$ cat src/hdl/assert_macros.svh
// ----------------------------------------------------------------------------
// assertion macros
// shared concurrent assertion forms, clocked on clk and disabled in reset
// ----------------------------------------------------------------------------
`ifndef ASSERT_MACROS_SVH
`define ASSERT_MACROS_SVH

// property that must hold at every edge out of reset
`define ASSERT_ALWAYS(label, expr, msg) \
  label: assert property (@(posedge clk) disable iff (!rst_n) (expr)) else $error(msg);

// same-cycle implication
`define ASSERT_IMPLY(label, ante, cons, msg) \
  label: assert property (@(posedge clk) disable iff (!rst_n) (ante) |-> (cons)) \
    else $error(msg);

`endif

$ cat src/hdl/lfg_ram.sv
// ----------------------------------------------------------------------------
// lfg_ram
// generic single write, single read ram with registered read data
// ----------------------------------------------------------------------------
`default_nettype none

module lfg_ram #(
  parameter int WIDTH = 32,
  parameter int DEPTH = 128
) (
  input  wire logic                     clk,
  input  wire logic                     we,
  input  wire logic [$clog2(DEPTH)-1:0] waddr,
  input  wire logic [WIDTH-1:0]         wdata,
  input  wire logic                     re,
  input  wire logic [$clog2(DEPTH)-1:0] raddr,
  output logic      [WIDTH-1:0]         rdata
);

  logic [WIDTH-1:0] mem [DEPTH];

  always_ff @(posedge clk) begin
    if (we) begin
      mem[waddr] <= wdata;
    end
    if (re) begin
      rdata <= mem[raddr];
    end
  end

endmodule

`default_nettype wire

$ cat config.mk
export PLATFORM = sky130hd
export DESIGN_NAME = lfg_ram
export DESIGN_NICKNAME = d
export VERILOG_FILES = /design/src/hdl/assert_macros.svh /design/src/hdl/lfg_ram.sv
export SDC_FILE = /design/constraint.sdc
export NUM_CORES = 2
export LEC_CHECK = 0
export BUFFER_PORTS_ARGS = -buffer_cell sky130_fd_sc_hd__buf_2
export CAP_MARGIN = 0
export CORE_MARGIN = 2
export CORE_UTILIZATION = 45
export CTS_CLUSTER_DIAMETER = 30
export DETAILED_ROUTE_END_ITERATION = 8
export PLACE_DENSITY_LB_ADDON = 0.1
export SLEW_MARGIN = 30
export SYNTH_ARGS = -nofsm -noshare
export SYNTH_HDL_FRONTEND = slang
export SYNTH_SLANG_ARGS = --single-unit
$ cat constraint.sdc
create_clock -name clk -period 3.9 [get_ports clk]
set_input_delay 0 -clock clk [delete_from_list [all_inputs] [get_ports clk]]
set_output_delay 0 -clock clk [all_outputs]
set_load 0.1 [all_outputs]
# Word-level counts from Yosys, hierarchy flattened
# Memory sizes are Yosys's and may differ from the RTL's. A register that Yosys moved wholly into a read port is not among the register bits.
# Index checks and enable logic that the tools add are counted.
# totals
mem_bits_rw	4096
register_bits	0
n_memories	1
word_cells	3
output_inout_bits	32
input_bits	49
# op_classes
mux	2
# mem_list
name	depth	word_bits	rd	rd_ports_with_merged_regs	wr	line_no	text
mem	128	32	1	1	1	lfg_ram.sv:20	logic [WIDTH-1:0] mem [DEPTH];
# op_table
cell	n
$mux W1	2

# Logic depth before layout (Yosys ltp)
# depth
word_depth	2
mapped_depth	8
ltp_nobuf	4

# Least setup slack after synthesis
# No wires, ideal clock.
# synth_timing
kind	in2reg
startpoint	in we
endpoint	mem mem[98][0], enable pin
required_time_ns	3.439
path_stages	3
path_buffers	1
t_arrival_ns	2.778
path_slack_ns	0.661
setup_ns	0.461
cell_sequence	clkbuf_1 -> nand4_1 -> nor3_1
# synth_via
elab_chain_len	2
# synth_lines
element	line_no	text
from (decl)	lfg_ram.sv:12	input wire logic we,
$mux W1	lfg_ram.sv:23	if (we) begin
$mux W1 (not written as such)	lfg_ram.sv:24	mem[waddr] <= wdata;
to (decl)	lfg_ram.sv:20	
# No other way between the ends.

# Worst setup path in the final report
# layout_timing
startpoint	in waddr[3]
endpoint	mem mem[98][0], enable pin
# layout_rtl
element	line_no	text
from (decl)	lfg_ram.sv:13	input wire logic [$clog2(DEPTH)-1:0] waddr,
# Straight into the memory's write port.

==> metrics.md <==
| Metric | Value |
|---|---|
| Run status | `finished, final reports clean` |
| RePlAce Congestion | `about 0.80` |
| Post-CTS setup buffers | `0` |
| Layout cell share with drive strength beyond 1 | `0.4236` |
| DR vias | `74762` |
| Avg Inst Size Synth | `26.14 µm²` |
| Synth cell types | `16` |
| Worst EP arrival | `3.65 ns` |
| Routed WL | `461.2 mm` |
| Core Rows | `216` |
| R2r endpoint | `rdata[25]` |
| VDD IR max | `0.4995 mV` |
| Layout Nets | `roughly 7000` |
| WHS Endpoint | `mem[96][29]` |
| Share of the synthesized area in the top cell type | `0.7916` |
| Post-Syn Instances | `5990` |
| Clock Sinks | `4128` |
| CTS Buf Count | `770` |
| Setup TNS | `0 ns` |
| Required time of the critical path | `4.60 ns` |
| Hold_buf cts | `62` |
| Vias in the first global route | `approximately 76000` |
| Synth area leaders | `edfxtp_1, mux4_2, clkbuf_1, nor2_1, buf_2` |
| Hold_sp | `wdata[29]` |
| Routed length per instance | `37.55 µm` |
| Reg clk slew, reported paths | `around 0.05 ns` |
| Sequential-to-total area share from yosys stat | `0.7916` |
| Post-route ant nets | `0` |
| Flops & latches, synth | `4128` |
| Initial antenna violation count | `85` |
| DP Worst Slack | `0.3267 ns` |
| Pwr Density | `between 600 and 700 nW/µm²` |
| Tightest Pin Transition | `0.9968 ns` |
| Synth warnings | `0` |
| Post-CTS resize count | `0` |
| TritonCTS clock tree | `yes` |
| Leading area contributor after synthesis | `edfxtp_1` |
| Async SR Flop Fraction | `0` |
| Starting Density | `0.4523` |
| # Max-Cap Violations | `0` |
| Synthesis-to-finish area growth | `24.28%` |
| Post-synth top flop | `edfxtp_1` |
| First-pass GRT wire length | `632.2 mm` |
| Endpoints failing hold | `0` |
| CTS H-tree depth | `6` |
| R2R Setup Slk | `1.06 ns` |
| Tmin final | `~3 ns` |
| DP HPWL | `256.0 mm` |
| Crit path from | `waddr[3]` |
| Worst r2r path cells | `4` |
| Worst-Skew Late Latency | `1.06 ns` |
| Crit path max fanout | `32` |
| Die area | `352700 µm²` |
| Largest net degree at the start of global routing | `96` |
| Root Buffer | `clkbuf_16` |
| Total Power | `between 100 and 150 mW` |
| IO buf count | `80` |
| Placed insts | `between 10000 and 15000` |
| FF-to-FF Start | `mem[77][25]` |
| Core area | `346200 µm²` |
| Final period utilization | `0.7570` |
| Crit Path Class | `input port to flip-flop` |
| Hold Crit Class | `input port to flip-flop` |
| Initial DRC count | `just over 10000` |
| Post-synth EDFFs | `4128` |
| Syn_nets | `about 6000` |
| Drt drc | `0` |
| Tot GR Track Use | `0.2613` |
| CTS Buffer Depth | `4` |
| Crit end category | `flip-flop` |
| Worst Setup Start Kind | `input port` |
| DR pass1 iterations | `5` |
| Post-route setup slack | `0.9475 ns` |
| Fmax | `0.3387 GHz` |
| Max-slew headroom | `0.3331` |
| Layout Utilization | `0.5621` |
| Final setup fails | `0` |
| Height of the die | `about 590 µm` |
| Vias per Instance | `about 6.1` |
| Ports | `81` |
| Fillers | `between 20000 and 25000` |
| RSZ-0062 raised after global routing | `no` |
| Final cell count without fillers | `12282` |
| Final clock skew | `between 0.05 and 0.06 ns` |
| Grt total ovfl | `0` |
| Mapped Area | `156600 µm²` |
| Leakage | `61.80 nW` |
| Slew Limit Fails | `0` |
| Die Width | `593.9 µm` |
| Hold path depth | `2` |
[worst max path at each step]
stage,to,slack [ns],depth (start not counted)
after floorplan,mem[98][0],0.66,3
after global placement,rdata[20],0.34,7
after detailed placement,rdata[19],0.33,7
after CTS,rdata[25],1.06,4
after global routing,mem[98][23],0.98,10
final,mem[98][0],0.95,10
[placed cells by master (no fill, tap or decap), types with 4 or more instances in the layout]
cell,instances
edfxtp_1,4128
mux4_2,1344
clkbuf_16,781
buf_4,267
buf_12,135
bufinv_16,120
nor2_4,119
clkinv_2,118
clkinvlp_4,102
clkinv_1,92
clkbuf_1,87
diode_2,75
clkinv_4,64
dlygate4sd3_1,55
inv_6,45
buf_2,45
mux2_2,32
nand2_1,11
clkinv_8,10
buf_6,10
nor3_2,9
clkinv_16,9
inv_16,9
nand3_1,8
nor2b_1,7
nand3_2,4
[worst max-delay path, stage by stage]
cell and delay (ns):
dlygate4sd3_1 0.64, buf_2 0.24, nor2_1 0.46, buf_4 0.26, nand4_1 0.10, dlygate4sd3_1 0.57, buf_4 0.20, nor3_2 0.17
dlygate4sd3_1 0.63, buf_12 0.31
[registers in the layout, indices dropped and copies added, names as in the netlist]
signal	count
mem	4096
rdata	32
[stage by stage]
stage	hold WS, ns	instance area (µm²)
after floorplan	0.09887	156600
after global placement	0.3899	166900
after detailed placement	0.3961	167000
after CTS	0.004398	194400
after global routing	0.02864	194600
final	0.02148	194600
[cell families after synthesis]
| logic type | share of synthesized area |
|---|---|
| DFF | 0.7916 |
| muxes | 0.1956 |
| buffers and inverters | 0.008373 |
| and+or+nand+nor | 0.004450 |
[synthesized netlist by cell type (3+ instances only)]
| library cell | n |
|---|---|
| buf_1 | 50 |
| nand3_1 | 12 |
| nand2_1 | 14 |
| nor2_1 | 122 |
| nand4_1 | 3 |
| edfxtp_1 | 4128 |
| buf_4 | 3 |
| nor2b_1 | 7 |
| mux2_2 | 32 |
| nor3_1 | 9 |
| clkbuf_1 | 182 |
| buf_2 | 79 |
| mux4_2 | 1344 |
[area by class of cell]
type                    instances  area, µm²  area share
flip-flops and latches       4128     124000      0.6369
multi-input cells            1546      32290      0.1659
clock buffers                 868      19870      0.1021
clock inverters               570       6884     0.03537
well taps                    4578       5728     0.02943
repair buffers                517       5695     0.02926
diodes                         75      187.7   0.0009644
[layer usage]
| layer | vias to the layer above | track usage | routed length, µm |
|---|---|---|---|
| li1 | 28863 | - | - |
| met1 | 41737 | 0.3752 | 189800 |
| met2 | 3512 | 0.4090 | 219900 |
| met3 | 630 | 0.05004 | 38100 |
| met4 | 20 | 0.08053 | 13200 |
| met5 | - | 0 | 134 |
[power breakdown]
part / internal [mW] / leakage [nW] / switching [mW]
clock: 44.7 / 12.8 / 22.9
combinational: 1.95 / 11.9 / 3.48
sequential: 49.2 / 37.1 / 0.181
Note: power is estimated with default switching activity, not from simulation.
