[config.mk]
export PLATFORM = sky130hd
export DESIGN_NAME = lfg_cfg
export DESIGN_NICKNAME = d
export VERILOG_FILES = /design/src/hdl/assert_macros.svh /design/src/hdl/lfg_pkg.sv /design/src/hdl/lfg_cfg.sv
export SDC_FILE = /design/constraint.sdc
export NUM_CORES = 1
export LEC_CHECK = 0
export ABC_AREA = 1
export BUFFER_PORTS_ARGS = -buffer_cell sky130_fd_sc_hd__buf_4
export CORE_MARGIN = 4
export CORE_UTILIZATION = 40
export DETAILED_ROUTE_END_ITERATION = 6
export PLACE_DENSITY_LB_ADDON = 0.1
export SLEW_MARGIN = 40
export SYNTH_ARGS = -nofsm -noshare
export SYNTH_HDL_FRONTEND = slang
export SYNTH_SLANG_ARGS = --single-unit
[constraint.sdc]
create_clock -name clk -period 5.5 [get_ports clk]
set_clock_uncertainty 0.05 [all_clocks]
set_input_delay 0 -clock clk [delete_from_list [all_inputs] [get_ports clk]]
set_output_delay 0 -clock clk [all_outputs]
set_load 0.02 [all_outputs]
[src/hdl/assert_macros.svh]
// ----------------------------------------------------------------------------
// assertion macros
// shared concurrent assertion forms, clocked on clk and disabled in reset
// ----------------------------------------------------------------------------
`ifndef ASSERT_MACROS_SVH
`define ASSERT_MACROS_SVH

// property that must hold at every edge out of reset
`define ASSERT_ALWAYS(label, expr, msg) \
  label: assert property (@(posedge clk) disable iff (!rst_n) (expr)) else $error(msg);

// same-cycle implication
`define ASSERT_IMPLY(label, ante, cons, msg) \
  label: assert property (@(posedge clk) disable iff (!rst_n) (ante) |-> (cons)) \
    else $error(msg);

`endif

[src/hdl/lfg_pkg.sv]
// ----------------------------------------------------------------------------
// lfg_pkg
// shared types and codes of the lagged fibonacci generator
// ----------------------------------------------------------------------------
`default_nettype none

package lfg_pkg;

  localparam int WORD_W     = 32;
  localparam int CFG_IDX_W  = 2;
  localparam int CFG_DATA_W = 8;

  // configuration register indexes
  localparam logic [CFG_IDX_W-1:0] CFG_SHORT_LAG    = 2'd0;
  localparam logic [CFG_IDX_W-1:0] CFG_LONG_LAG     = 2'd1;
  localparam logic [CFG_IDX_W-1:0] CFG_OPERATION    = 2'd2;
  localparam logic [CFG_IDX_W-1:0] CFG_OUTPUT_SHIFT = 2'd3;

  // item actions
  localparam logic ACT_LOAD = 1'b0;
  localparam logic ACT_STEP = 1'b1;

  typedef enum logic [1:0] {
    OP_ADD = 2'd0,
    OP_SUB = 2'd1,
    OP_XOR = 2'd2
  } op_t;

  // effective configuration seen by the datapath
  typedef struct packed {
    logic [7:0] eff_l;
    logic [6:0] eff_k;
    logic [1:0] op;
    logic [4:0] shift;
    logic       lag_wr;
  } cfg_t;

  // control of the item waiting on ring read data
  typedef struct packed {
    logic is_load;
    logic err;
    logic fwd;
  } stage_t;

endpackage

`default_nettype wire

[src/hdl/lfg_cfg.sv]
// ----------------------------------------------------------------------------
// lfg_cfg
// configuration registers and clamping of the lags to their usable range
// ----------------------------------------------------------------------------
`default_nettype none

module lfg_cfg #(
  parameter int MAX_LAG = 128
) (
  input  wire logic                             clk,
  input  wire logic                             rst_n,
  input  wire logic                             cfg_we,
  input  wire logic [lfg_pkg::CFG_IDX_W-1:0]   cfg_index,
  input  wire logic [lfg_pkg::CFG_DATA_W-1:0]  cfg_data,
  output lfg_pkg::cfg_t                         cfg_o
);

  import lfg_pkg::*;

  logic [6:0] short_r, short_nxt;
  logic [7:0] long_r, long_nxt;
  logic [1:0] op_r, op_nxt;
  logic [4:0] shift_r, shift_nxt;
  logic [7:0] eff_l;
  logic [6:0] eff_k;

  always_comb begin
    short_nxt = short_r;
    long_nxt  = long_r;
    op_nxt    = op_r;
    shift_nxt = shift_r;
    if (cfg_we) begin
      unique case (cfg_index)
        CFG_SHORT_LAG:    short_nxt = cfg_data[6:0];
        CFG_LONG_LAG:     long_nxt  = cfg_data;
        CFG_OPERATION:    op_nxt    = cfg_data[1:0];
        CFG_OUTPUT_SHIFT: shift_nxt = cfg_data[4:0];
        default:          ;
      endcase
    end
  end

  always_ff @(posedge clk) begin
    if (!rst_n) begin
      short_r <= 7'd24;
      long_r  <= 8'd55;
      op_r    <= OP_ADD;
      shift_r <= 5'd0;
    end else begin
      short_r <= short_nxt;
      long_r  <= long_nxt;
      op_r    <= op_nxt;
      shift_r <= shift_nxt;
    end
  end

  always_comb begin
    eff_l = long_r;
    if (eff_l < 8'd2) begin
      eff_l = 8'd2;
    end
    if (int'(long_r) > MAX_LAG) begin
      eff_l = 8'(MAX_LAG);
    end
    eff_k = short_r;
    if (eff_k == 7'd0) begin
      eff_k = 7'd1;
    end
    if ({1'b0, eff_k} > eff_l - 8'd1) begin
      eff_k = 7'(eff_l - 8'd1);
    end
  end

  assign cfg_o.eff_l  = eff_l;
  assign cfg_o.eff_k  = eff_k;
  assign cfg_o.op     = op_r;
  assign cfg_o.shift  = shift_r;
  assign cfg_o.lag_wr = cfg_we && (cfg_index == CFG_SHORT_LAG || cfg_index == CFG_LONG_LAG);

endmodule

`default_nettype wire

After elaboration in Yosys (flattened, before gate mapping):

Cells that the tools add are included.

* output and inout bits: 23
* logic and storage cells: 23
* bits of input ports: 13
* flip-flop bits (word level): 22

* equal/unequal tests: 3
* reduce and logical (&&, ||, !) cells: 8
* muxes and demuxes: 4
* $lt $le $gt $ge: 3
* $add $sub $neg: 1

Operator list (number)
* $mux W8: 2
* $mux W7: 2
* $gt A7 B8 Y1: 1
* $gt A8 B8 Y1 const B: 1
* $lt A8 B2 Y1 const B: 1
* $reduce_and A2 Y1: 4
* $sub A8 B1 Y8 const B: 1
* $logic_not A7 Y1: 1
* $eq A2 B2 Y1 const B: 2
* $eq A2 B1 Y1 const B: 1
* $logic_not A2 Y1: 1
* $logic_and A1 B1 Y1: 1
* $logic_or A1 B1 Y1: 1

Longest topological paths before layout:

Gate-level depths: netlist of the first run.

* word-level depth: 6
* gate-level depth with buffers: 19
* mapped depth without buffers: 19

Worst setup path after synthesis of the first run:

Ideal clock, no wire load.

* kind: flip-flop to output port
* from: register long_r[2]
* to: output cfg_o[8] (netlist name)
* cell stages (with the launch flop): 17
* data required time: 5.450 ns
* slack: 2.731 ns
* buffers on the path: 1
* data arrival time: 2.719 ns
* path through: dfxtp_1 -> nor2_2 -> nand2_2 -> o21ai_4 -> nand2_2 -> ha_1 -> nand2_1 -> inv_1 -> nand4_1 -> nand2_2 -> ha_1 -> and3_1 -> nand2_1 -> nand2_1 -> nand2_1 -> buf_2 -> o21ai_0

RTL lines
* from (decl): line lfg_cfg.sv:21 `logic [7:0] long_r, long_nxt;`
* from (signal assigned): line lfg_cfg.sv:51 `long_r <= long_nxt;`
* to (decl): line lfg_cfg.sv:15 `output lfg_pkg::cfg_t cfg_o`

==> results.cfg, run 1 <==
[status]
status = finished, final reports clean

[critical_path]
cp-end-kind = primary output
reg2reg_depth = 3
crit_type = reg -> out
r2r_end = long_r[2]
reg2reg_slack_ns = 4.19
crit_path_start_kind = register
startpoint = long_r[2]
arrival_ns = 3.18
worstPathRequired_ns = 5.45
r2r-start = long_r[2]
crit_fanout = 14

[run]
timing.max_cap.violations = 0

[clocking]
numCtsBuffers = 3
cts_tree = built
clk_latency_ns = 0.30
clockBufferDepth = 2
cts-root-buf = clkbuf_4
clk_transition_reported_paths_ns = 0.11
cts_resized = 0
cts.sinks = 22
ctsHtreeMaxLevel = 1

[synth]
synth_edf_count = 0
syn_nets = 222
synthFlopType = dfxtp_1
async_flop_share_pct = 0
synth_seq_cells = 22
yosysWarnings = 0
synthTopCellsByCount = nand2_1, inv_1, dfxtp_1, nor2_1, o21ai_0
synthCells = 201
synth_area_leaders = dfxtp_1, nand2_1, inv_1
synth_top_area_cell = dfxtp_1
ys_types = 25
yosysMostFrequentCell = nand2_1
syn_area_per_cell_um2 = 6.64
synth_area_um2 = 1340
ys_seq_area_share_pct = 33.0
synth_top_cell_area_share_pct = 33.0

[timing]
drv_slew = 0
slew_headroom_pct = 69.7
finalSetupViolCount = 0
max_freq_mhz = 309
worst_pin_slew_ns = 0.454
min_period_ns = 3.23
rsz0062_at_grt = false
hold_viol = 0
tns_ns = 0
finalCritPeriodShare_pct = 58.8

[power_and_ir_drop]
seqPwrFrac_pct = 43.9
swShare_pct = 33.4
p_int_mw = 0.265
power_frac_comb_pct = 34.3
irDropWorstVdd_mv = 0.141
pwr-share-clk_pct = 21.8
power_mw = 0.398
switchingPower_mw = 0.133
p_leak_nw = 0.899
powerDensity_nw_per_um2 = 222

[detailed_routing]
postRouteAntennaNets = 0
drt_first_pass_iters = 4
vias_per_cell = 4.73
drt-initial-drc-count = 58
routedWlPerCell_um = 11.4
drt-total-wl_um = 3300
drc = 0
route.vias.total = 1361

[die]
dieHeight_um = 65.8
start_util_pct = 42.7
std_cell_rows = 20
pin_count = 36
die_w_um = 65.8
core_um2 = 3130
dieArea_um2 = 4330

[global_route]
grt_max_degree = 23
grt_pass1_wl_um = 5510
grt_pass1_vias = 1287
grt_overflow = 0
grt_antenna_before_repair = 0
track_usage_pct = 16.2

[place]
port_buffers = 35
place_congestion = 0.947
post-dp-hpwl_um = 2610
dpl_cell_area_um2 = 1610

[min_path]
min-delay-start = cfg_we
hold_depth = 4
hp-class = in -> reg
hold_end = op_r[1]

[finish]
nets = 266
num_antenna_cells = 0
syn2layout_area_growth_pct = 34.1
layout-drive-gt1-share_pct = 21.7
final_cell_area_um2 = 1790
==> power groups by stage <==
| stage | Combinational (mW) | Clock [mW] | Sequential, mW |
|---|---|---|---|
| after floorplan | 0.0796 | 0 | 0.180 |
| after global placement | 0.126 | 0 | 0.178 |
| after detailed placement | 0.129 | 0 | 0.178 |
| after CTS | 0.137 | 0.0901 | 0.175 |
| after global routing | 0.151 | 0.0976 | 0.176 |
| final | 0.136 | 0.0868 | 0.175 |
==> metal layers <==
layer / GRT usage, % / vias up / part of all wire (%)
li1: - / 725 / -
met1: 19.2 / 591 / 45
met2: 29.3 / 39 / 48
met3: 2.38 / 6 / 5.6
met4: 5.44 / 0 / 1.3
met5: 0 / - / 0
==> flip-flops by register name, indices dropped and copies added (netlist names) <==
signal,cells
long_r,8
op_r,2
shift_r,5
short_r,7
==> cell usage in the layout, fill, tap and decap left out, drive strengths merged <==
master and n:
ha 8, buf 35, nand3 9, o21bai 1, nor4 1, a21oi 10, inv 31, o21ai 26
clkbuf 4, o211ai 4, nand2 44, xor2 2, and3 1, dlygate4sd3 14, a21o 1, dfxtp 22
nand4 3, nor2 27, clkinv 1
==> timing repair <==
action,in CTS,in global routing
hold buffers,14,0
buffers inserted,0,0
endpoints found under the hold margin,22,0
==> how the worst max path moves through the flow <==
stage	end	slack [ns]	cells after the start
2_1_floorplan	cfg_o[8]	2.73	16
3_3_place_gp	cfg_o[9]	2.75	16
3_5_place_dp	cfg_o[9]	2.61	15
4_1_cts	cfg_o[9]	2.26	15
5_1_grt	cfg_o[14]	2.00	16
6_report	cfg_o[10]	2.27	16
==> critical path: stages, from the launching register on <==
cell and delay (ns):
dfxtp_1 0.35, nor2_2 0.17, nand2_2 0.11, o21ai_4 0.21
nand2_2 0.13, ha_1 0.25, nand2_1 0.11, xor2_1 0.17
inv_1 0.10, ha_1 0.27, and3_1 0.18, nand2_1 0.06
nand2_1 0.04, nand2_1 0.34, nand2_1 0.12, o21ai_2 0.09
buf_4 0.16
==> per-stage QoR <==
stage	setup slack, ns	util [%]	cells	hold WS [ns]
floorplan	2.73	-	201	0.0442
global placement	2.75	51.6	270	0.162
detailed placement	2.61	51.6	270	0.164
CTS	2.26	57.2	288	0.0475
global route	2.00	57.2	288	0.0826
finish	2.27	57.2	288	0.0430
==> cell type report <==
cell class | instances | area [um^2]
Fill cell | 301 | 1340
Multi-Input combinational cell | 137 | 736
Sequential cell | 22 | 440
Timing Repair Buffer | 49 | 403
Inverter | 32 | 120
Tap cell | 44 | 55.1
Clock buffer | 4 | 36.3
==> logic make-up (layout without fill, tap and decap cells) <==
family	Yosys count	after routing	synth area share, %
xor+xnor	2	2	1.31
flops	22	22	33.0
simple gates	85	85	27.7
buf+inv	42	85	11.9
compound gates	42	42	18.6
fa+ha+maj	8	8	7.50
(Power assumes the default switching activity.)
==> run 2: changes to the inputs <==
==> constraint.sdc (replaced) <==
create_clock -name clk -period 2.8 [get_ports clk]
set_clock_uncertainty 0.05 [all_clocks]
set_input_delay 0 -clock clk [delete_from_list [all_inputs] [get_ports clk]]
set_output_delay 0 -clock clk [all_outputs]
set_load 0.02 [all_outputs]
==> run 2 against run 1 <==
  * The run now ends with setup timing left
  * Critical path depth is the same
  * Critical endpoint is now cfg_o[12]
  * Flip-flop and latch count is the same
  * Global-route usage grew 1.4 points
  * Largest power group unchanged
  * Sequential power grew 97%
==> results.cfg, run 2 (synthesized netlist as in run 1, its figures left out) <==
[detailed_routing]
route.vias.total = 1433
postRouteAntennaNets = 0
vias_per_cell = 4.82
drt_first_pass_iters = 4
drc = 0
drt-total-wl_um = 3520
drt-initial-drc-count = 50
routedWlPerCell_um = 11.9

[place]
dpl_cell_area_um2 = 1620
port_buffers = 35
place_ws_ns = -0.0122
place_congestion = 0.838
post-dp-hpwl_um = 2570

[critical_path]
arrival_ns = 2.90
crit_fanout = 7
worstPathRequired_ns = 2.75
reg2reg_depth = 3
cp-end-kind = primary output
crit_type = reg -> out
crit_path_start_kind = register

[die]
start_util_pct = 42.7
dieArea_um2 = 4330
dieHeight_um = 65.8
core_um2 = 3130
std_cell_rows = 20
die_w_um = 65.8
pin_count = 36

[power_and_ir_drop]
power_frac_comb_pct = 37.7
irDropWorstVdd_mv = 0.247
powerDensity_nw_per_um2 = 421
p_leak_nw = 0.956
p_int_mw = 0.550
seqPwrFrac_pct = 41.4
switchingPower_mw = 0.283
pwr-share-clk_pct = 20.9
swShare_pct = 34.0

[finish]
final_common_cell = buf_4
nFillCells = 288
seqCellArea_um2 = 450
top_regs = long_r (8), short_r (7), shift_r (5)
syn2layout_area_growth_pct = 48.3
fin_util_pct = 63.3
largest_reg_flops = 8
layout-drive-gt1-share_pct = 33.2
nets = 275
final_cell_area_um2 = 1980
final_cell_mix = buf_4, nand2_1, inv_1
regMostFlops = long_r
multi_input_area_um2 = 842
num_antenna_cells = 0

[timing]
hold_viol = 0
drv_slew = 0
worst_pin_slew_ns = 0.402
finalSetupViolCount = 7
setup_slack_ns = -0.150
min_period_ns = 2.95
max_freq_mhz = 339
rsz0062_at_grt = true
tns_ns = -0.934
slew_headroom_pct = 72.9
finalCritPeriodShare_pct = 105

[global_route]
grt_max_degree = 23
grt_pass1_vias = 1393
grt_overflow = 0
grt_pass1_wl_um = 5980
track_usage_pct = 17.5
grt_antenna_before_repair = 0

[clocking]
cts_tree = built
numCtsBuffers = 3
clk_latency_ns = 0.31
clockBufferDepth = 2
clk_transition_reported_paths_ns = 0.12
cts-root-buf = clkbuf_4
ctsHtreeMaxLevel = 1
cts.sinks = 22

[min_path]
hold_depth = 4
hp-class = in -> reg

[status]
status = finished, violations left
violations = setup timing

[run]
timing.max_cap.violations = 0
-- run 2: timing repair --
| item | CTS | global route |
|---|---|---|
| setup buffers | 6 | 2 |
| pin swaps | 10 | 10 |
| hold buffers | 13 | 0 |
| gates cloned | 1 | 0 |
| gates resized for setup | 25 | 10 |
| hold endpoints to repair | 22 | 0 |
| setup endpoints to repair | 7 | 7 |
-- run 2: worst paths after layout --
kind,startpoint,endpoint,slack (ns)
min reg2reg,shift_r[2],shift_r[2],0.40
min,cfg_we,op_r[1],0.06
max,long_r[2],cfg_o[12],-0.15
max reg2reg,long_r[6],long_r[6],1.47
-- run 2: critical path: stages (launching register included) --
cell and delay, ns:
dfxtp_4 0.38, nor2_4 0.13, nand2_2 0.09, o21ai_4 0.23
nand2_2 0.12, ha_4 0.19, nand2_4 0.08, inv_2 0.04
nand4_1 0.08, nand2_2 0.10, ha_4 0.28, and3_4 0.17
nand4_1 0.22, nand2_4 0.19, nand2_1 0.06, o21ai_1 0.08
buf_4 0.16
-- run 2: through the flow --
| step | total power, mW | hold slack [ns] | std cells |
|---|---|---|---|
| 5_1_grt | 0.887 | 0.0926 | 297 |
| 4_1_cts | 0.829 | 0.0649 | 295 |
| 3_3_place_gp | 0.599 | 0.163 | 271 |
| 2_1_floorplan | 0.509 | 0.0442 | 201 |
| 3_5_place_dp | 0.605 | 0.163 | 271 |
| 6_report | 0.833 | 0.0602 | 297 |
-- run 2: metal layers --
layer	track usage, %	share of wire, %	wire (um)
met1	20.5	45	1580
met4	5.70	1.1	40
met2	32.8	49	1730
met5	0	0	0
met3	1.87	4.9	171
-- run 2: power by group through the flow --
stage                     clock, mW  sequential, mW  combinational, mW
final                         0.174           0.344              0.314
after global routing          0.196           0.347              0.345
after CTS                     0.179           0.344              0.305
after detailed placement          0           0.350              0.255
after global placement            0           0.349              0.249
after floorplan                   0           0.353              0.156
-- run 2: cell type report --
type,instances,share of cell area (%)
sequential,22,22.8
timing repair buffer,57,24.0
clock buffer,4,1.83
tap,44,2.78
multi-input combinational,138,42.5
inverter,32,6.07
