===== src/hdl/assert_macros.svh =====
// ----------------------------------------------------------------------------
// assertion macros
// shared concurrent assertion forms, clocked on clk and disabled in reset
// ----------------------------------------------------------------------------
`ifndef ASSERT_MACROS_SVH
`define ASSERT_MACROS_SVH

// property that must hold at every edge out of reset
`define ASSERT_ALWAYS(label, expr, msg) \
  label: assert property (@(posedge clk) disable iff (!rst_n) (expr)) else $error(msg);

// same-cycle implication
`define ASSERT_IMPLY(label, ante, cons, msg) \
  label: assert property (@(posedge clk) disable iff (!rst_n) (ante) |-> (cons)) \
    else $error(msg);

`endif


===== src/hdl/lfg_pkg.sv =====
// ----------------------------------------------------------------------------
// lfg_pkg
// shared types and codes of the lagged fibonacci generator
// ----------------------------------------------------------------------------
`default_nettype none

package lfg_pkg;

  localparam int WORD_W     = 32;
  localparam int CFG_IDX_W  = 2;
  localparam int CFG_DATA_W = 8;

  // configuration register indexes
  localparam logic [CFG_IDX_W-1:0] CFG_SHORT_LAG    = 2'd0;
  localparam logic [CFG_IDX_W-1:0] CFG_LONG_LAG     = 2'd1;
  localparam logic [CFG_IDX_W-1:0] CFG_OPERATION    = 2'd2;
  localparam logic [CFG_IDX_W-1:0] CFG_OUTPUT_SHIFT = 2'd3;

  // item actions
  localparam logic ACT_LOAD = 1'b0;
  localparam logic ACT_STEP = 1'b1;

  typedef enum logic [1:0] {
    OP_ADD = 2'd0,
    OP_SUB = 2'd1,
    OP_XOR = 2'd2
  } op_t;

  // effective configuration seen by the datapath
  typedef struct packed {
    logic [7:0] eff_l;
    logic [6:0] eff_k;
    logic [1:0] op;
    logic [4:0] shift;
    logic       lag_wr;
  } cfg_t;

  // control of the item waiting on ring read data
  typedef struct packed {
    logic is_load;
    logic err;
    logic fwd;
  } stage_t;

endpackage

`default_nettype wire


===== src/hdl/lfg_combine.sv =====
// ----------------------------------------------------------------------------
// lfg_combine
// forms the new ring word and the emitted result of one item
// ----------------------------------------------------------------------------
`default_nettype none

module lfg_combine (
  input  wire lfg_pkg::stage_t ctl,
  input  wire logic [31:0]  seed_word,
  input  wire logic [31:0]  near_q,
  input  wire logic [31:0]  far_q,
  input  wire logic [31:0]  fwd_word,
  input  wire logic [1:0]   op,
  input  wire logic [4:0]   shift,
  output logic      [31:0]  wdata,
  output logic              wr_req,
  output logic      [31:0]  word,
  output logic              not_seeded
);

  import lfg_pkg::*;

  logic [31:0] near_w;
  logic [31:0] gen_w;

  assign near_w = ctl.fwd ? fwd_word : near_q;

  always_comb begin
    case (op)
      OP_ADD:  gen_w = near_w + far_q;
      OP_SUB:  gen_w = near_w - far_q;
      default: gen_w = near_w ^ far_q;
    endcase
  end

  assign wdata      = ctl.is_load ? seed_word : gen_w;
  assign wr_req     = !ctl.err;
  assign word       = ctl.err ? 32'd0 : (wdata >> shift);
  assign not_seeded = ctl.err;

endmodule

`default_nettype wire

===== config.mk =====
export PLATFORM = sky130hd
export DESIGN_NAME = lfg_combine
export DESIGN_NICKNAME = d
export VERILOG_FILES = /design/src/hdl/assert_macros.svh /design/src/hdl/lfg_pkg.sv /design/src/hdl/lfg_combine.sv
export SDC_FILE = /design/constraint.sdc
export NUM_CORES = 1
export LEC_CHECK = 0
export BUFFER_PORTS_ARGS = -buffer_cell sky130_fd_sc_hd__buf_2
export CORE_ASPECT_RATIO = 0.8
export CORE_MARGIN = 4
export CORE_UTILIZATION = 40
export DETAILED_ROUTE_END_ITERATION = 10
export PLACE_DENSITY = 0.72
export SLEW_MARGIN = 0
export SYNTH_ARGS = -nofsm -noshare
export SYNTH_HDL_FRONTEND = slang
export SYNTH_SLANG_ARGS = --single-unit

===== constraint.sdc =====
create_clock -name vclk -period 12.45
set_input_delay 1.245 -clock vclk [all_inputs]
set_output_delay 1.245 -clock vclk [all_outputs]
set_load 0.01 [all_outputs]

# Word level (Yosys, flattened, before mapping)

Index checks and enable logic that the tools add are counted.

Bits in latches: 0
Register bits: 0
Memory bits (writable): 0
Memories: 0
ROM bits: 0
Word-level logic and storage cells: 11
Output and inout bits: 66

Multipliers: 0
Equality and inequality tests: 1
Shift-type cells: 1
Add/subtract/negate cells: 2
Bitwise operators: 1
Muxes and demuxes: 4
Order comparisons: 0
Div/mod/pow operators: 0
Reduce and logical (&&, ||, !) cells: 2

Operators by type and width:

| kind                 | count |
|---|---|
| $mux W32             | 3 |
| $pmux W32 S2         | 1 |
| $add A32 B32 Y32     | 1 |
| $shr A32 B5 Y32      | 1 |
| $sub A32 B32 Y32     | 1 |
| $xor A32 B32 Y32     | 1 |
| $eq A2 B1 Y1 const B | 1 |
| $logic_not A2 Y1     | 1 |
| $logic_not A1 Y1     | 1 |

# Depth between registers and ports, before layout

Gate-level depths: netlist of the first run.

Word-level depth: 6
Mapped depth: 21
Mapped depth without buffers: 20

# Worst setup path before layout of the first run

No wires, ideal clock.

Path type: input-to-output
Start point: in op[1]
End point: out word[11]
Path slack: 5.717 ns
Buffers on the path: 5
Stages: 19
Arrival time: 5.488 ns
Cells stage by stage: buf_2 > buf_1 > clkbuf_1 > nor2b_1 > clkbuf_1 > nor2_1 > xnor2_1 > ha_1 > buf_2 > a21oi_1 > o21ai_0 > a211oi_1 > o21a_1 > mux2i_1 > nor2_1 > mux4_2 > mux2_2 > or3_1 > a31oi_1

Longest elaborated chain between the ends: 5
Elaborated cells on any way between the ends: 6

RTL lines:

| item                                                    | RTL line          | text |
|---|---|---|
| start, declared                                         | lfg_combine.sv:13 | `input wire logic [1:0] op,` |
| $eq A2 B1 Y1 / $logic_not A2 Y1 (equally long branches) | lfg_combine.sv:29 | `case (op)` |
| $pmux W32 S2 *                                          | lfg_combine.sv:29 |  |
| $mux W32 *                                              | lfg_combine.sv:36 | `assign wdata = ctl.is_load ? seed_word : gen_w;` |
| $shr A32 B5 Y32 *                                       | lfg_combine.sv:38 | `assign word = ctl.err ? 32'd0 : (wdata >> shift);` |
| $mux W32 *                                              | lfg_combine.sv:38 |  |
| end, declared                                           | lfg_combine.sv:17 | `output logic [31:0] word,` |

Every way passes the cells marked *; elsewhere a longest branch is shown, timed or not.

# Final worst setup path of the first run

Start point: in op[1]
End point: out word[0]

The elaborated chain is that of the path after synthesis.

==> impl_metrics.json, run 1 <==
{
  "drt-initial-drc-count": 745,
  "synth_cell_type_count": 95,
  "cpPeakStageDelay_ns": 0.64,
  "cts_resized": 0,
  "ir_worst_vdd_uv": 26.4,
  "first_pass_iters": 5,
  "track_usage_pct": 26.0,
  "crit_fanout": 29,
  "core_area_mm2": 0.0158,
  "dieArea_mm2": 0.0183,
  "synthToLayoutAreaGrowth_pct": 15.4,
  "crit_required_ns": 11.20,
  "final_common_cell": "buf_2",
  "crit_family": "compound AO/OA/AOI/OAI gates",
  "syn_area_per_cell_um2": 6.91,
  "start_util_pct": 40.9,
  "status": "finished clean",
  "synth_area_leaders": "mux4_2, ha_1, mux2_2, nand2_1, nor2_1",
  "fmaxAchievable_mhz": 122,
  "nets": 1253,
  "rows": 41,
  "timing.setup.tns_ns": 0,
  "hold_buffers": 0,
  "final-setup-viol-count": 0,
  "vias_per_cell": 6.26,
  "p_leak_nw": 3.28,
  "crit_buf_inv": 3,
  "cts_setup_buffers": 0,
  "grt_pass1_wl_um": 38900,
  "fin_area_mm2": 0.00746,
  "die_h_um": 122,
  "drv_slew": 0,
  "layout_min_cycle_time_ns": 8.21,
  "cp_num_cells": 17,
  "critPathCaptureType": "output port",
  "grt_antenna_before_repair": 0,
  "slew_headroom_pct": 24.2,
  "holdWs_ns": 2.76,
  "syn_nets": 1107,
  "n_antenna_cell": 0,
  "die_w_um": 150,
  "wirelength_um": 25200,
  "layout-drive-gt1-share_pct": 26.9,
  "yosysTopAreaCellShare_pct": 6.27,
  "antenna_left": 0,
  "mostFrequentLayoutCells": "buf_2, nand2_1, nor2_1",
  "crit_chain": "buf_2, clkinv_1, nand2_1, o21ai_0, xnor2_1, ha_1, a21oi_1, o21ai_0, nor4b_1, nand3_1, and3_1, o41ai_4, mux2i_1, mux4_2, a22o_1, o22ai_1, buf_2",
  "ios": 204,
  "cp-endpoint": "word[0]",
  "seq_area_frac_synth_pct": 0,
  "yosys_warnings": 0,
  "portBuffers": 204,
  "place_ws_ns": 4.42,
  "critPathSlowestCell": "nand2_1",
  "timing.final.ws_setup_ns": 4.24,
  "cp-start-kind": "input port",
  "first_global_vias": 7313,
  "rsz0062_at_grt": "false",
  "clock_buffers": 0,
  "wl_per_cell_um": 19.5,
  "min_path_type": "in2out",
  "seq_cell_count": 0,
  "syn_inst": 936,
  "period_share_pct": 65.9,
  "cap_violations": 0,
  "critPathKind": "in2out",
  "grt_overflow": 0,
  "dp_hpwl_um": 20900,
  "worst-endpoint-arrival_ns": 6.96,
  "worstMarginPinSlew_ns": 1.14,
  "power_density_mw_per_mm2": 67.0,
  "globalplace.congestion": 1.03,
  "grt_max_degree": 51,
  "num_vias": 8104,
  "hold_violations": 0,
  "drc_errors": 0,
  "worstSetupStartpoint": "op[1]",
  "postPlaceCellArea_mm2": 0.00746,
  "synth.largest_area_cell": "mux4_2",
  "synth.cell_area_mm2": 0.00647,
  "seq_area_um2": 0
}
==> logic make-up after synthesis <==
| group | after synthesis | share of synthesized area (%) |
|---|---|---|
| buffers and inverters | 114 | 8.05 |
| AOI/OAI and AO/OA | 309 | 33.8 |
| muxes | 85 | 17.5 |
| xor gates and xnor gates | 58 | 7.86 |
| adders and majority gates | 33 | 6.50 |
| and+or+nand+nor | 337 | 26.3 |
==> how the worst min path moves through the flow <==
stage,startpoint,end,slack [ns],cells after the start
global route,ctl[1],not_seeded,2.78,2
detailed placement,ctl[1],not_seeded,2.76,2
global placement,ctl[1],not_seeded,2.76,2
floorplan,ctl[1],word[10],2.53,1
finish,ctl[1],not_seeded,2.76,2
CTS,ctl[1],not_seeded,2.76,2
==> report_power, final <==
part | internal (mW) | total [mW] | switching, mW | leakage [nW]
clock network | 0 | 0 | 0 | 0
registers | 0 | 0 | 0 | 0
logic | 0.196 | 0.500 | 0.305 | 3.28
==> metrics by stage <==
stage / util (%) / instances / power (mW)
after floorplan: - / 936 / 0.346
after global placement: 47.2 / 1295 / 0.489
after detailed placement: 47.2 / 1295 / 0.489
after CTS: 47.2 / 1295 / 0.492
after global routing: 47.2 / 1295 / 0.546
final: 47.2 / 1295 / 0.500
==> cell type report <==
type,count,area (um^2)
Fill cell,1687,8340
Tap cell,215,269
Multi-Input combinational cell,822,5950
Timing Repair Buffer,210,1070
Inverter,48,183
==> layer usage <==
metal,track usage [%],vias to the layer above,wire length [um]
met2,41.0,421,10800
met4,5.20,0,531
met1,39.0,3769,11500
li1,-,3883,-
met3,1.97,31,2370
met5,0,-,0
==> synth_stat cells, types with 7 or more instances <==
master and number:
o211ai_1 13, mux4_2 18, o31ai_1 13, nand2_1 90, mux2_2 35, xor2_1 35
o21ai_0 45, o21a_1 11, nor2b_1 7, and2_1 9, xnor2_1 23, nand4_1 14
nand3_1 29, nor3_1 28, mux2i_1 30, nor2_1 87, or3_1 13, a31oi_1 14
a21o_1 20, ha_1 32, a211oi_1 20, inv_1 44, and3_1 7, o22ai_1 15
clkbuf_1 30, a311oi_1 7, a21oi_1 61, nor4_1 12, buf_2 21
No activity file was read; power rests on OpenSTA's default activity.
==> inputs of run 2 (changes only) <==
--- a/config.mk
+++ b/config.mk
@@ -5,6 +5,7 @@
 export SDC_FILE = /design/constraint.sdc
 export NUM_CORES = 1
 export LEC_CHECK = 0
+export ABC_AREA = 1
 export BUFFER_PORTS_ARGS = -buffer_cell sky130_fd_sc_hd__buf_2
 export CORE_ASPECT_RATIO = 0.8
 export CORE_MARGIN = 4
==> constraint.sdc (replaced) <==
create_clock -name vclk -period 8.4
set_input_delay 0.84 -clock vclk [all_inputs]
set_output_delay 0.84 -clock vclk [all_outputs]
set_load 0.01 [all_outputs]
==> run 2 against run 1 <==
Global-route usage increased by 2.4 points. Worst setup slack got worse by 2.0 ns. Core utilization rose by 0.53 points. First-iteration DRC count increased by 24%. Via count rose by 15%. Power is 31% higher. Cell area increased by 1.1%. Area after synthesis fell by 0.14%. Critical path type unchanged. Largest power group unchanged. Highest routed layer is now met5.
==> impl_metrics.json, run 2 <==
{
  "ir_worst_vdd_uv": 51.2,
  "n_antenna_cell": 0,
  "cts_setup_buffers": 0,
  "worstSetupStartpoint": "op[1]",
  "min_path_type": "in2out",
  "crit_fanout": 17,
  "synth_area_leaders": "nand2_1, nand3_1, inv_1, ha_1, nor2_1",
  "status": "finished clean",
  "hold_violations": 0,
  "hold_depth": 4,
  "p_leak_nw": 4.68,
  "first_global_vias": 8520,
  "syn_area_per_cell_um2": 4.68,
  "wirelength_um": 26800,
  "path_common_cell": "nand2_1",
  "slew_headroom_pct": 31.4,
  "grt_pass1_wl_um": 42700,
  "layout_min_cycle_time_ns": 6.11,
  "drc_errors": 0,
  "layout-drive-gt1-share_pct": 16.1,
  "die_w_um": 150,
  "cts_resized": 0,
  "num-fill-cells": 1881,
  "track_usage_pct": 28.4,
  "drt-initial-drc-count": 925,
  "rows": 41,
  "globalplace.congestion": 1.01,
  "synth.largest_area_cell": "nand2_1",
  "fmaxAchievable_mhz": 164,
  "final-setup-viol-count": 0,
  "grt_overflow": 0,
  "start_util_pct": 40.9,
  "timing.setup.tns_ns": 0,
  "grt_max_degree": 54,
  "synth_most_common_cell": "nand2_1",
  "hold_buffers": 0,
  "drv_slew": 0,
  "critPathKind": "in2out",
  "critPathCaptureType": "output port",
  "core_area_mm2": 0.0158,
  "die_h_um": 122,
  "numPlacedInstances": 1753,
  "first_pass_iters": 5,
  "syn_nets": 1551,
  "multiInputGateArea_mm2": 0.00553,
  "period_share_pct": 72.8,
  "dieArea_mm2": 0.0183,
  "worst-endpoint-arrival_ns": 5.27,
  "critPathSlowestCell": "nand2_1",
  "synth.cell_area_mm2": 0.00646,
  "num_vias": 9329,
  "layoutNonFillerInstCount": 1753,
  "synthToLayoutAreaGrowth_pct": 16.9,
  "yosysTopAreaCellShare_pct": 31.2,
  "seq_area_frac_synth_pct": 0,
  "mostFrequentLayoutCells": "nand2_1, nand3_1, buf_2",
  "seq_cell_count": 0,
  "grt_antenna_before_repair": 1,
  "syn_inst": 1380,
  "yosys_warnings": 0,
  "worstMarginPinSlew_ns": 1.03,
  "crit_chain": "buf_2, inv_2, nand2_1, inv_1, nor2_1, nor2_1, xor2_1, ha_1, nand2_1, nor2_1, nand2_1, nor3_1, nand2_1, nand3_1, nand2_1, nand3_1, nand2_1, nand3_1, nand3_1, nand3_1, nand2_1, o21ai_1, and2_1, buf_2",
  "power_density_mw_per_mm2": 86.5,
  "crit_required_ns": 7.56,
  "nets": 1711,
  "final_common_cell": "nand2_1",
  "ios": 204,
  "rsz0062_at_grt": "false",
  "min-delay-start": "seed_word[23]",
  "vias_per_cell": 5.32,
  "portBuffers": 204,
  "dp_hpwl_um": 22400,
  "cap_violations": 0,
  "synth_cell_type_count": 43,
  "cpPeakStageDelay_ns": 0.49,
  "seq_area_um2": 0,
  "synth_commonest_cells": "nand2_1, nand3_1, inv_1, nor2_1, a21oi_1",
  "clock_buffers": 0,
  "antenna_left": 0,
  "wl_per_cell_um": 15.3,
  "cp-start-kind": "input port"
}
==> run 2: report_power, final <==
| group | switching (mW) | total, mW | internal (mW) |
|---|---|---|---|
| registers | 0 | 0 | 0 |
| logic | 0.433 | 0.653 | 0.220 |
| clock network | 0 | 0 | 0 |
| total | 0.433 | 0.653 | 0.220 |
==> run 2: worst paths after layout <==
path / endpoint / slack, ns
setup / recovery: word[21] / 2.29
hold / removal: wdata[23] / 2.02
==> run 2: stage by stage <==
stage	setup slack, ns	util [%]	hold WS (ns)	instance area (um^2)	power (mW)
floorplan	3.52	-	1.77	6460	0.449
global placement	2.51	47.8	2.02	7550	0.633
detailed placement	2.47	47.8	2.02	7550	0.637
CTS	2.46	47.8	2.02	7550	0.640
global route	1.85	47.8	2.04	7550	0.737
finish	2.29	47.8	2.02	7550	0.653
==> run 2: layer usage <==
layer	GRT usage [%]	share of wire [%]
met1	41.3	46
met2	44.2	41
met3	4.61	11
met4	5.89	2.0
met5	0	0.048
==> run 2: critical path, delay by kind of cell <==
family | cells | cell delay, ns
simple gates | 17 | 2.62
buf+inv | 4 | 0.96
xor+xnor | 1 | 0.16
fa+ha+maj | 1 | 0.41
compound gates | 1 | 0.27
==> run 2: cell type report <==
| class | count | area share (%) |
|---|---|---|
| multi-input cells | 1145 | 73.2 |
| repair buffers | 210 | 14.1 |
| inverters | 183 | 9.10 |
| well taps | 215 | 3.56 |
==> run 2: logic make-up after synthesis <==
kind of cell               share of synthesized area [%]
buffers and inverters                               14.4
AOI/OAI and AO/OA                                   11.3
and+or+nand+nor                                     62.3
muxes                                              0.155
xor gates and xnor gates                            5.29
adders and majority gates                           6.51
==> inputs of run 3 (changes only) <==
==> constraint.sdc (replaced) <==
create_clock -name vclk -period 6.3
set_input_delay 0.63 -clock vclk [all_inputs]
set_output_delay 0.63 -clock vclk [all_outputs]
set_load 0.01 [all_outputs]
==> run 3 against run 2 <==
Cell area barely moved. Largest power group unchanged. Global-route usage rose by 0.15 points. Non-clock buffer count fell by 1. Critical path depth rose by 6. Highest routed layer unchanged. Via count rose by 0.71%. Largest cell class unchanged.
==> impl_metrics.json, run 3 (synthesized netlist as in run 2, its figures left out) <==
{
  "grt_pass1_wl_um": 42700,
  "postPlaceCellArea_mm2": 0.00754,
  "fmaxAchievable_mhz": 177,
  "switchingPower_mw": 0.582,
  "final_common_cell": "nand2_1",
  "mostFrequentLayoutCells": "nand2_1, nand3_1, buf_2",
  "portBuffers": 204,
  "cts_setup_buffers": 0,
  "seq_cell_count": 0,
  "status": "finished clean",
  "wirelength_um": 27300,
  "grt_antenna_before_repair": 1,
  "layout_min_cycle_time_ns": 5.65,
  "track_usage_pct": 28.6,
  "dieArea_mm2": 0.0183,
  "grt_overflow": 0,
  "die_w_um": 150,
  "start_util_pct": 40.9,
  "crit_fanout": 5,
  "worst-endpoint-arrival_ns": 5.02,
  "n_antenna_cell": 0,
  "rsz0062_at_grt": "false",
  "drv_slew": 0,
  "hold_buffers": 0,
  "seq_power_share_pct": 0,
  "power_mw": 0.874,
  "layoutNonFillerInstCount": 1752,
  "slew_headroom_pct": 23.4,
  "cts_resized": 0,
  "dp_hpwl_um": 22600,
  "drc_errors": 0,
  "core_area_mm2": 0.0158,
  "ios": 204,
  "critPathCaptureType": "output port",
  "ir_worst_vdd_uv": 77.1,
  "crit_required_ns": 5.67,
  "final-setup-viol-count": 0,
  "synthToLayoutAreaGrowth_pct": 16.8,
  "critPathSlowestCell": "ha_1",
  "period_share_pct": 89.6,
  "layout-drive-gt1-share_pct": 16.1,
  "timing.setup.tns_ns": 0,
  "cpPeakStageDelay_ns": 0.37,
  "die_h_um": 122,
  "num-fill-cells": 1863,
  "fin_area_mm2": 0.00754,
  "wl_per_cell_um": 15.6,
  "worstMarginPinSlew_ns": 1.15,
  "globalplace.congestion": 1.00,
  "seq_area_um2": 0,
  "rows": 41,
  "nets": 1710,
  "first_pass_iters": 6,
  "holdWs_ns": 1.61,
  "clockPowerShare_pct": 0,
  "p_comb_share_pct": 100.0,
  "cp-start-kind": "input port",
  "first_global_vias": 8433,
  "sw_frac_of_total_pct": 66.5,
  "power_density_mw_per_mm2": 116,
  "numPlacedInstances": 1752,
  "grt_max_degree": 54,
  "hold_violations": 0,
  "clock_buffers": 0,
  "antenna_left": 0,
  "path_common_cell": "nand2_1",
  "p_leak_nw": 4.67,
  "min_path_type": "in2out",
  "num_vias": 9395,
  "drt-initial-drc-count": 1121,
  "internal_power_mw": 0.293,
  "vias_per_cell": 5.36,
  "cap_violations": 0,
  "critPathKind": "in2out"
}
-- run 3: cell count changes in the layout (fill, tap and decap cells not counted) --
| cell | before | now |
|---|---|---|
| buf_4 | 6 | 5 |
-- run 3: layout make-up --
class              instances  area [um^2]  share of cell area, %
multi-input cells       1145         5530                   73.3
well taps                215          269                   3.57
repair buffers           209         1060                   14.0
inverters                183          687                   9.11
-- run 3: path summary, 6_finish.rpt --
path                         start       end  slack (ns)  cells after the start
worst max-delay path      far_q[1]   word[0]        0.65                     30
worst min-delay path  seed_word[3]  wdata[3]        1.61                      4
-- run 3: critical path, delay by kind of cell --
family	cells	cell delay [ns]
AND/OR/NAND/NOR	20	2.67
adder cells (fa/ha/maj)	2	0.55
buffers and inverters	5	0.51
AO/OA/AOI/OAI	2	0.50
XOR/XNOR	1	0.18
-- run 3: routing by layer --
| metal | global-route usage, % | routed length, um | up-vias |
|---|---|---|---|
| met3 | 2.90 | 2920 | 39 |
| met5 | 0 | 13 | - |
| met4 | 5.09 | 486 | 2 |
| met1 | 41.6 | 12300 | 4082 |
| met2 | 46.0 | 11500 | 534 |
| li1 | - | - | 4738 |
-- run 3: stage by stage --
stage | util, % | worst slack [ns]
floorplan | - | 1.84
global placement | 47.7 | 0.806
detailed placement | 47.7 | 0.808
CTS | 47.7 | 0.795
global route | 47.7 | 0.212
finish | 47.7 | 0.653
-- run 3: power by group through the flow --
stage / registers (mW) / clock network, mW / logic [mW]
floorplan: 0 / 0 / 0.599
global placement: 0 / 0 / 0.848
detailed placement: 0 / 0 / 0.854
CTS: 0 / 0 / 0.858
global route: 0 / 0 / 0.979
finish: 0 / 0 / 0.874
